$ cat config.mk
export PLATFORM = sky130hd
export DESIGN_NAME = spi_master_shifter_unit
export DESIGN_NICKNAME = d
export VERILOG_FILES = /design/src/rtl/core/sms_pkg.sv /design/src/rtl/core/sms_front.sv /design/src/rtl/core/sms_back.sv /design/src/rtl/core/spi_master_shifter_unit.sv
export SDC_FILE = /design/constraint.sdc
export NUM_CORES = 1
export LEC_CHECK = 0
export BUFFER_PORTS_ARGS = -buffer_cell sky130_fd_sc_hd__buf_2
export CAP_MARGIN = 25
export CORE_ASPECT_RATIO = 2
export CORE_UTILIZATION = 35
export DETAILED_ROUTE_END_ITERATION = 10
export PLACE_DENSITY = 0.63
export SLEW_MARGIN = 15
export SYNTH_ARGS = -nofsm -noshare
export SYNTH_HDL_FRONTEND = slang
export SYNTH_SLANG_ARGS = --single-unit
$ cat constraint.sdc
create_clock -name clk -period 2.9 [get_ports clk]
set_input_delay 0.29 -clock clk [delete_from_list [all_inputs] [get_ports clk]]
set_output_delay 0.29 -clock clk [all_outputs]
set_load 0.01 [all_outputs]
$ cat src/rtl/core/sms_pkg.sv
// Shared types and constants for the SPI master shifter.
package sms_pkg;

  // Queue depth between the front and the engine
  localparam int unsigned QueueDepth = 2;
  localparam int unsigned QueuePtrW  = $clog2(QueueDepth);
  localparam int unsigned QueueCntW  = $clog2(QueueDepth + 1);

  // Configuration register map (register index = paddr[3:2])
  localparam int unsigned AddrW = 4;
  localparam logic [1:0] REG_CLOCK_POLARITY = 2'd0;
  localparam logic [1:0] REG_CLOCK_PHASE    = 2'd1;
  localparam logic [1:0] REG_SELECT_PULSE   = 2'd2;

  // Input op codes
  localparam logic OP_QUEUE_BYTE = 1'b0;
  localparam logic OP_TICK       = 1'b1;

  // Input beat
  typedef struct packed {
    logic       op;
    logic [7:0] tx_byte;
    logic       last_byte;
    logic       miso;
  } in_item_t;

  // Output beat
  typedef struct packed {
    logic       accepted;
    logic       sck;
    logic       mosi;
    logic       cs_n;
    logic       rx_valid;
    logic [7:0] rx_byte;
    logic       block_done;
  } out_item_t;

  // Classified command kind
  typedef enum logic {
    CMD_LOAD,
    CMD_TICK
  } cmd_kind_t;

  // Queue entry between front and engine
  typedef struct packed {
    cmd_kind_t  kind;
    logic [7:0] data;
    logic       last;
    logic       miso;
  } cmd_t;

  // Configuration seen by the engine
  typedef struct packed {
    logic polarity;
    logic phase;
    logic pulse_between;
    logic polarity_wr;
    logic polarity_wdata;
  } cfg_t;

endpackage

$ cat src/rtl/core/sms_front.sv
// Front end: accepts input beats, classifies them and queues them for the engine.
module sms_front (
  input  logic             clk,
  input  logic             rst,
  input  logic             in_valid,
  output logic             in_ready,
  input  sms_pkg::in_item_t in_data,
  output logic             head_valid,
  output sms_pkg::cmd_t    head,
  input  logic             pop
);

  sms_pkg::cmd_t                      entries [sms_pkg::QueueDepth];
  logic [sms_pkg::QueuePtrW-1:0]      wr_ptr;
  logic [sms_pkg::QueuePtrW-1:0]      rd_ptr;
  logic [sms_pkg::QueueCntW-1:0]      count;
  logic                               push;
  logic                               pop_ok;
  sms_pkg::cmd_t                      cmd_in;

  // Classify the incoming beat
  always_comb begin
    cmd_in.kind = (in_data.op == sms_pkg::OP_TICK) ? sms_pkg::CMD_TICK : sms_pkg::CMD_LOAD;
    cmd_in.data = in_data.tx_byte;
    cmd_in.last = in_data.last_byte;
    cmd_in.miso = in_data.miso;
  end

  assign in_ready   = (count != sms_pkg::QueueCntW'(sms_pkg::QueueDepth));
  assign push       = in_valid && in_ready;
  assign head_valid = (count != '0);
  assign pop_ok     = pop && head_valid;
  assign head       = entries[rd_ptr];

  // Queue storage
  always_ff @(posedge clk) begin
    if (push) begin
      entries[wr_ptr] <= cmd_in;
    end
  end

  // Queue pointers and fill count
  always_ff @(posedge clk) begin
    if (rst) begin
      wr_ptr <= '0;
      rd_ptr <= '0;
      count  <= '0;
    end else begin
      if (push) begin
        wr_ptr <= (wr_ptr == sms_pkg::QueuePtrW'(sms_pkg::QueueDepth - 1)) ? '0 : wr_ptr + 1'b1;
      end
      if (pop_ok) begin
        rd_ptr <= (rd_ptr == sms_pkg::QueuePtrW'(sms_pkg::QueueDepth - 1)) ? '0 : rd_ptr + 1'b1;
      end
      case ({push, pop_ok})
        2'b10:   count <= count + 1'b1;
        2'b01:   count <= count - 1'b1;
        default: count <= count;
      endcase
    end
  end

endmodule

$ cat src/rtl/core/sms_back.sv
// Back end: shift engine, holding register, pin levels and output register.
module sms_back (
  input  logic              clk,
  input  logic              rst,
  input  sms_pkg::cfg_t     cfg,
  input  logic              head_valid,
  input  sms_pkg::cmd_t     head,
  output logic              pop,
  output logic              out_valid,
  input  logic              out_ready,
  output sms_pkg::out_item_t out_data
);

  // Engine state
  logic [7:0] shift_reg, shift_reg_next;
  logic [2:0] bit_index, bit_index_next;
  logic       half_phase, half_phase_next;
  logic       busy, busy_next;
  logic       current_is_last, current_is_last_next;
  logic [7:0] hold_byte, hold_byte_next;
  logic       hold_valid, hold_valid_next;
  logic       hold_last, hold_last_next;
  logic       sck_level, sck_level_next;
  logic       select_level, select_level_next;
  logic       mosi_level, mosi_level_next;

  sms_pkg::out_item_t res;
  logic               step;
  logic [2:0]         bit_below;

  assign pop       = !out_valid || out_ready;
  assign step      = pop && head_valid;
  assign bit_below = bit_index - 3'd1;

  // Next state and result for the command at the queue head
  always_comb begin
    shift_reg_next       = shift_reg;
    bit_index_next       = bit_index;
    half_phase_next      = half_phase;
    busy_next            = busy;
    current_is_last_next = current_is_last;
    hold_byte_next       = hold_byte;
    hold_valid_next      = hold_valid;
    hold_last_next       = hold_last;
    sck_level_next       = sck_level;
    select_level_next    = select_level;
    mosi_level_next      = mosi_level;
    res                  = '0;

    if (step) begin
      unique case (head.kind)
        sms_pkg::CMD_LOAD: begin
          if (!hold_valid) begin
            hold_byte_next  = head.data;
            hold_last_next  = head.last;
            hold_valid_next = 1'b1;
            res.accepted    = 1'b1;
          end
        end
        sms_pkg::CMD_TICK: begin
          if (!busy) begin
            // start tick: load the held byte and assert select
            if (hold_valid) begin
              shift_reg_next       = hold_byte;
              current_is_last_next = hold_last;
              hold_valid_next      = 1'b0;
              busy_next            = 1'b1;
              bit_index_next       = 3'd7;
              half_phase_next      = 1'b0;
              select_level_next    = 1'b0;
              sck_level_next       = cfg.polarity;
              mosi_level_next      = hold_byte[7];
            end
          end else if (!half_phase) begin
            // leading edge
            sck_level_next = !cfg.polarity;
            if (cfg.phase) begin
              mosi_level_next = shift_reg[bit_index];
            end else begin
              shift_reg_next[bit_index] = head.miso;
            end
            half_phase_next = 1'b1;
          end else begin
            // trailing edge
            sck_level_next = cfg.polarity;
            if (cfg.phase) begin
              shift_reg_next[bit_index] = head.miso;
            end else if (bit_index != 3'd0) begin
              mosi_level_next = shift_reg[bit_below];
            end
            half_phase_next = 1'b0;
            if (bit_index == 3'd0) begin
              res.rx_valid   = 1'b1;
              res.rx_byte    = shift_reg_next;
              busy_next      = 1'b0;
              bit_index_next = 3'd7;
              if (current_is_last) begin
                select_level_next = 1'b1;
                res.block_done    = 1'b1;
              end else if (cfg.pulse_between) begin
                select_level_next = 1'b1;
              end
            end else begin
              bit_index_next = bit_below;
            end
          end
        end
        default: begin
        end
      endcase
    end

    // polarity write while idle moves SCK to the new idle level
    if (cfg.polarity_wr && !busy) begin
      sck_level_next = cfg.polarity_wdata;
    end

    res.sck  = sck_level_next;
    res.mosi = mosi_level_next;
    res.cs_n = select_level_next;
  end

  // Payload state without reset
  always_ff @(posedge clk) begin
    hold_byte <= hold_byte_next;
    if (step) begin
      out_data <= res;
    end
  end

  // Control state
  always_ff @(posedge clk) begin
    if (rst) begin
      shift_reg       <= '0;
      bit_index       <= 3'd7;
      half_phase      <= 1'b0;
      busy            <= 1'b0;
      current_is_last <= 1'b0;
      hold_valid      <= 1'b0;
      hold_last       <= 1'b0;
      sck_level       <= 1'b1;
      select_level    <= 1'b1;
      mosi_level      <= 1'b0;
      out_valid       <= 1'b0;
    end else begin
      shift_reg       <= shift_reg_next;
      bit_index       <= bit_index_next;
      half_phase      <= half_phase_next;
      busy            <= busy_next;
      current_is_last <= current_is_last_next;
      hold_valid      <= hold_valid_next;
      hold_last       <= hold_last_next;
      sck_level       <= sck_level_next;
      select_level    <= select_level_next;
      mosi_level      <= mosi_level_next;
      if (step) begin
        out_valid <= 1'b1;
      end else if (out_ready) begin
        out_valid <= 1'b0;
      end
    end
  end

endmodule

$ cat src/rtl/core/spi_master_shifter_unit.sv
// SPI master shifter top level: config registers, front queue and shift engine.
//
// Input channel (in_valid/in_ready/in_data): each beat is either a byte to
// queue into the one-byte holding register or a half-bit tick carrying the
// sampled MISO level. Output channel (out_valid/out_ready/out_data): exactly
// one beat per input beat, in order, with the pin levels (SCK, MOSI, CS_N)
// after that item, the accepted flag, a received byte and block_done.
// Path: an accepted beat is written into the queue and, once popped, into the
// output register. Throughput: one beat per cycle unless the output stalls;
// the engine advances one tick per clock through its next-state logic.
// A two-entry queue sits between input and engine, so in_ready stays high
// while the output is stalled until that queue fills; the engine holds its
// result in the output register while out_ready is low.
// Reset (rst, synchronous): queue empty, output empty, SCK high (polarity
// reset 1, phase 1, no select pulsing), CS_N high, MOSI low, nothing held.
// Config over APB at 0x0 polarity, 0x4 phase, 0x8 select pulsing; write only
// while idle.
module spi_master_shifter_unit (
  input  logic                        clk,
  input  logic                        rst,
  // config port
  input  logic                        psel,
  input  logic                        penable,
  input  logic                        pwrite,
  input  logic [sms_pkg::AddrW-1:0]   paddr,
  input  logic [31:0]                 pwdata,
  output logic [31:0]                 prdata,
  output logic                        pready,
  // input channel
  input  logic                        in_valid,
  output logic                        in_ready,
  input  sms_pkg::in_item_t           in_data,
  // output channel
  output logic                        out_valid,
  input  logic                        out_ready,
  output sms_pkg::out_item_t          out_data
);

  logic          clock_polarity;
  logic          clock_phase;
  logic          select_pulse_between;
  logic          wr_en;
  logic [1:0]    reg_idx;
  sms_pkg::cfg_t cfg;
  logic          head_valid;
  sms_pkg::cmd_t head;
  logic          pop;

  assign pready  = 1'b1;
  assign wr_en   = psel && penable && pwrite && pready;
  assign reg_idx = paddr[3:2];

  // Register writes
  always_ff @(posedge clk) begin
    if (rst) begin
      clock_polarity       <= 1'b1;
      clock_phase          <= 1'b1;
      select_pulse_between <= 1'b0;
    end else if (wr_en) begin
      unique case (reg_idx)
        sms_pkg::REG_CLOCK_POLARITY: clock_polarity       <= pwdata[0];
        sms_pkg::REG_CLOCK_PHASE:    clock_phase          <= pwdata[0];
        sms_pkg::REG_SELECT_PULSE:   select_pulse_between <= pwdata[0];
        default: begin
        end
      endcase
    end
  end

  // Register reads
  always_comb begin
    unique case (reg_idx)
      sms_pkg::REG_CLOCK_POLARITY: prdata = {31'd0, clock_polarity};
      sms_pkg::REG_CLOCK_PHASE:    prdata = {31'd0, clock_phase};
      sms_pkg::REG_SELECT_PULSE:   prdata = {31'd0, select_pulse_between};
      default:                     prdata = '0;
    endcase
  end

  // Config bundle for the engine
  always_comb begin
    cfg.polarity       = clock_polarity;
    cfg.phase          = clock_phase;
    cfg.pulse_between  = select_pulse_between;
    cfg.polarity_wr    = wr_en && (reg_idx == sms_pkg::REG_CLOCK_POLARITY);
    cfg.polarity_wdata = pwdata[0];
  end

  sms_front u_front (
    .clk        (clk),
    .rst        (rst),
    .in_valid   (in_valid),
    .in_ready   (in_ready),
    .in_data    (in_data),
    .head_valid (head_valid),
    .head       (head),
    .pop        (pop)
  );

  sms_back u_back (
    .clk        (clk),
    .rst        (rst),
    .cfg        (cfg),
    .head_valid (head_valid),
    .head       (head),
    .pop        (pop),
    .out_valid  (out_valid),
    .out_ready  (out_ready),
    .out_data   (out_data)
  );

  // block_done always comes with select released and a received byte
  a_done_releases_cs: assert property (@(posedge clk) disable iff (rst)
    out_valid && out_data.block_done |-> out_data.cs_n && out_data.rx_valid)
    else $error("block_done without CS release or received byte");

  // a queued byte and a received byte never share one beat
  a_accept_rx_exclusive: assert property (@(posedge clk) disable iff (rst)
    out_valid |-> !(out_data.accepted && out_data.rx_valid))
    else $error("accepted and rx_valid in the same beat");

  // output is empty right after reset
  a_reset_clears_out: assert property (@(posedge clk)
    rst |=> !out_valid)
    else $error("output valid after reset");

endmodule
==> results.py <==
metrics = {
    "outcome": {
        "status": "completed",
    },
    "place": {
        "dp_hpwl_um": 5460,
        "dp_worst_setup_slack_ps": 726.6,
        "postPlaceCellArea_um2": 3884,
        "dp.cells": 498,
        "place_congestion": 0.9202,
        "io_buffers": 37,
    },
    "critical_path": {
        "criticalPathCategory": "flop to flop",
        "worstPathRequired_ps": 2980,
        "cp_slowest_stage_delay_ps": 510,
        "critPathCaptureType": "flop",
        "worstPathArrival_ps": 2280,
        "crit_path_top_delay_cell": "ha_1",
        "crit_buf_inv": 1,
        "crit_family": "adder cells",
        "path_cells": "clkinv_1 > ha_1 > mux4_2 > a211o_1 > o2111ai_1 > a31oi_1",
        "reg2reg_slack_ps": 700,
        "worstSetupStartpointType": "flop",
        "cp_max_fo": 10,
    },
    "synth": {
        "synth_ff_type": "edfxtp_1",
        "synth-seq-area-share": 0.5138,
        "synth.largest_area_cell": "edfxtp_1",
        "synth_top_cell_area_share": 0.3608,
        "synth_cells": 337,
        "async_reset_ff_frac": 0,
        "synth_top_family_by_area": "simple AND/OR/NAND/NOR gates",
        "synth_seq_cells": 72,
        "synthAdderAreaFrac": 0.01025,
        "synth-simple-area-share": 0.1493,
        "synth.area.top_cells": "edfxtp_1, dfxtp_1, buf_4",
        "synth-xor-area-share": 0.01196,
        "syn_area_per_cell_um2": 10.87,
        "ys_warn_count": 0,
        "synth_compound_area_frac": 0.1353,
        "ys_types": 54,
        "netlist_area_um2": 3662,
        "synthMuxAreaShare": 0.07858,
        "synth_edf_count": 44,
    },
    "sta": {
        "worst_hold_slack_ps": 136.2,
        "timing.final.crit_share": 0.7592,
        "fin_tns_setup_ps": 0,
        "skew_ps": 7.656,
        "max_slew_margin": 0.5689,
        "tightest_slew_ps": 641.7,
        "slew_viol_final": 0,
        "setup_viol": 0,
        "period_needed_ps": 2202,
        "rsz0062_at_grt": "false",
        "max_freq_mhz": 454.2,
        "fin_ws_ps": 698.4,
        "hold_viol": 0,
    },
    "cts": {
        "cts_root_buf": "clkbuf_16",
        "cts_setup_buffers": 0,
        "cts_buffer_depth": 2,
        "cts_tree": "yes",
        "post_cts_resized": 0,
        "clk_pin_slew_ps": 60,
        "hold_buffers": 0,
        "numCtsBuffers": 9,
        "clock_latency_ps": 340,
        "cts_sinks": 72,
        "htree_levels": 3,
    },
    "drt": {
        "final_antenna_net_count": 0,
        "drt_wl_total_um": 7467,
        "drt_iter0_markers": 145,
        "routedWlPerCell_um": 14.53,
        "drc": 0,
        "vias": 2606,
        "drt_pass1_iterations": 4,
        "via_per_inst": 5.070,
    },
    "final_layout": {
        "multi_input_area_um2": 1531,
        "top_register": "u_front.entries",
        "biggestRegsByFlops": "u_front.entries: 22 flops, u_back.out_data: 14 flops",
        "layout.nets": 431,
        "instances_no_fill": 514,
        "antennaDiodeCount": 0,
        "fill_cells": 1051,
        "areaGrowthSynthToFinish_pct": 14.55,
        "fin_area_um2": 4195,
        "final_core_util": 0.4133,
        "drive_above_1_share": 0.2401,
        "seq_area_um2": 1882,
        "largest_reg_flops": 22,
    },
    "global_route": {
        "grtUsageTotal": 0.1509,
        "grt_pass1_wl_um": 12290,
        "antenna_found_initial": 0,
        "grt-ovfl-total": 0,
        "first_global_vias": 2594,
        "grt_start_max_net_pins": 26,
    },
    "power": {
        "vdd_ir_drop_max_mv": 0.5364,
        "clkPwrFrac": 0.342,
        "p_sw_mw": 1.013,
        "cellLeakagePower_nw": 1.589,
        "p_total_mw": 3.383,
        "p_comb_frac": 0.234,
        "swShare": 0.2994,
        "p_int_mw": 2.370,
        "pwr-share-seq": 0.424,
        "cellPowerDensity_nw_per_um2": 806.5,
    },
    "floorplanning": {
        "coreArea_um2": 10150,
        "die_w_um": 74.33,
        "row_count": 52,
        "die_h_um": 146.7,
        "ioPinCount": 103,
        "die_area_um2": 10900,
        "start_util": 0.3608,
    },
    "hold_path": {
        "hp-class": "primary input to flop",
    },
    "run": {
        "drv_cap": 0,
    },
}
==> cell usage after synthesis, types with 4 or more instances <==
cell type and n:
mux2i_1 10, a211oi_1 7, clkbuf_1 12, nand2_1 10, inv_1 6, o21ai_0 6, nor2b_1 9, a311oi_1 10
a211o_1 4, a21oi_1 17, edfxtp_1 44, nand4_1 9, a31oi_1 6, mux2_2 10, nand2b_1 12, nor3_1 4
nand3_1 11, nor2_1 25, buf_4 32, dfxtp_1 28, a31o_2 7, buf_2 7
==> worst paths after layout <==
kind                                                  startpoint                         endpoint  depth (start not counted)
worst max-delay path            u_back.bit_index[0]$_SDFFE_PP1P_    u_back.out_data[11]$_DFFE_PP_                          6
worst min-delay path                                  in_data[2]  u_front.entries[0][2]$_DFFE_PP_                          1
worst max register to register  u_back.bit_index[0]$_SDFFE_PP1P_    u_back.out_data[11]$_DFFE_PP_                          6
worst min register to register       u_front.rd_ptr$_SDFFE_PP0P_                             flop                          2
==> cell families after synthesis <==
family          Yosys count
compound gates           70
flops                    72
buf+inv                  60
xor+xnor                  5
other cells               2
mux                      24
simple gates            101
fa+ha+maj                 3
==> power by group through the flow <==
stage               clock network (mW)  registers (mW)  logic (mW)
detailed placement                   0            1.46       0.803
CTS                               1.18            1.44       0.807
global placement                     0            1.45       0.789
finish                            1.16            1.43       0.793
floorplan                            0            1.47       0.554
global route                      1.22            1.45       0.887
==> layout by cell type (no fill, tap or decap), types with 3 or more instances in the layout <==
cell       netlist  routed
a211oi_1         7       7
a21o_1           3       3
buf_2            7      37
a211o_1          4       4
xor2_1           3       3
clkbuf_16        0       9
ha_1             3       3
nor4_1           3       3
buf_4           32      12
nand3_1         11      11
mux2_2          10      10
nand2b_1        12      12
a21oi_1         17      17
edfxtp_1        44      44
inv_6            0       3
mux2i_1         10      10
or2_2            3       3
o21ai_0          6       6
dfxtp_1         28      28
nor2b_1          9       9
nor3_1           4       4
a31oi_1          6       6
inv_1            6       6
nand4_1          9       9
nand2_1         10      10
nor2_1          25      25
conb_1           2      32
a311oi_1        10      10
a31o_2           7       7
==> layer usage <==
metal | share of wire | GRT usage | vias up
met2 | 0.57 | 0.2695 | 83
li1 | - | - | 1269
met5 | 0 | 0 | -
met1 | 0.36 | 0.1480 | 1230
met3 | 0.037 | 0.02830 | 24
met4 | 0.041 | 0.1066 | 0
==> final cells by class <==
cell class | count | share of cell area
inverters | 7 | 0.006263
clock buffers | 10 | 0.05696
repair buffers | 49 | 0.06561
multi-input cells | 235 | 0.3650
clock inverters | 6 | 0.01730
flip-flops and latches | 72 | 0.4486
well taps | 135 | 0.04026
(Power assumes the default switching activity.)
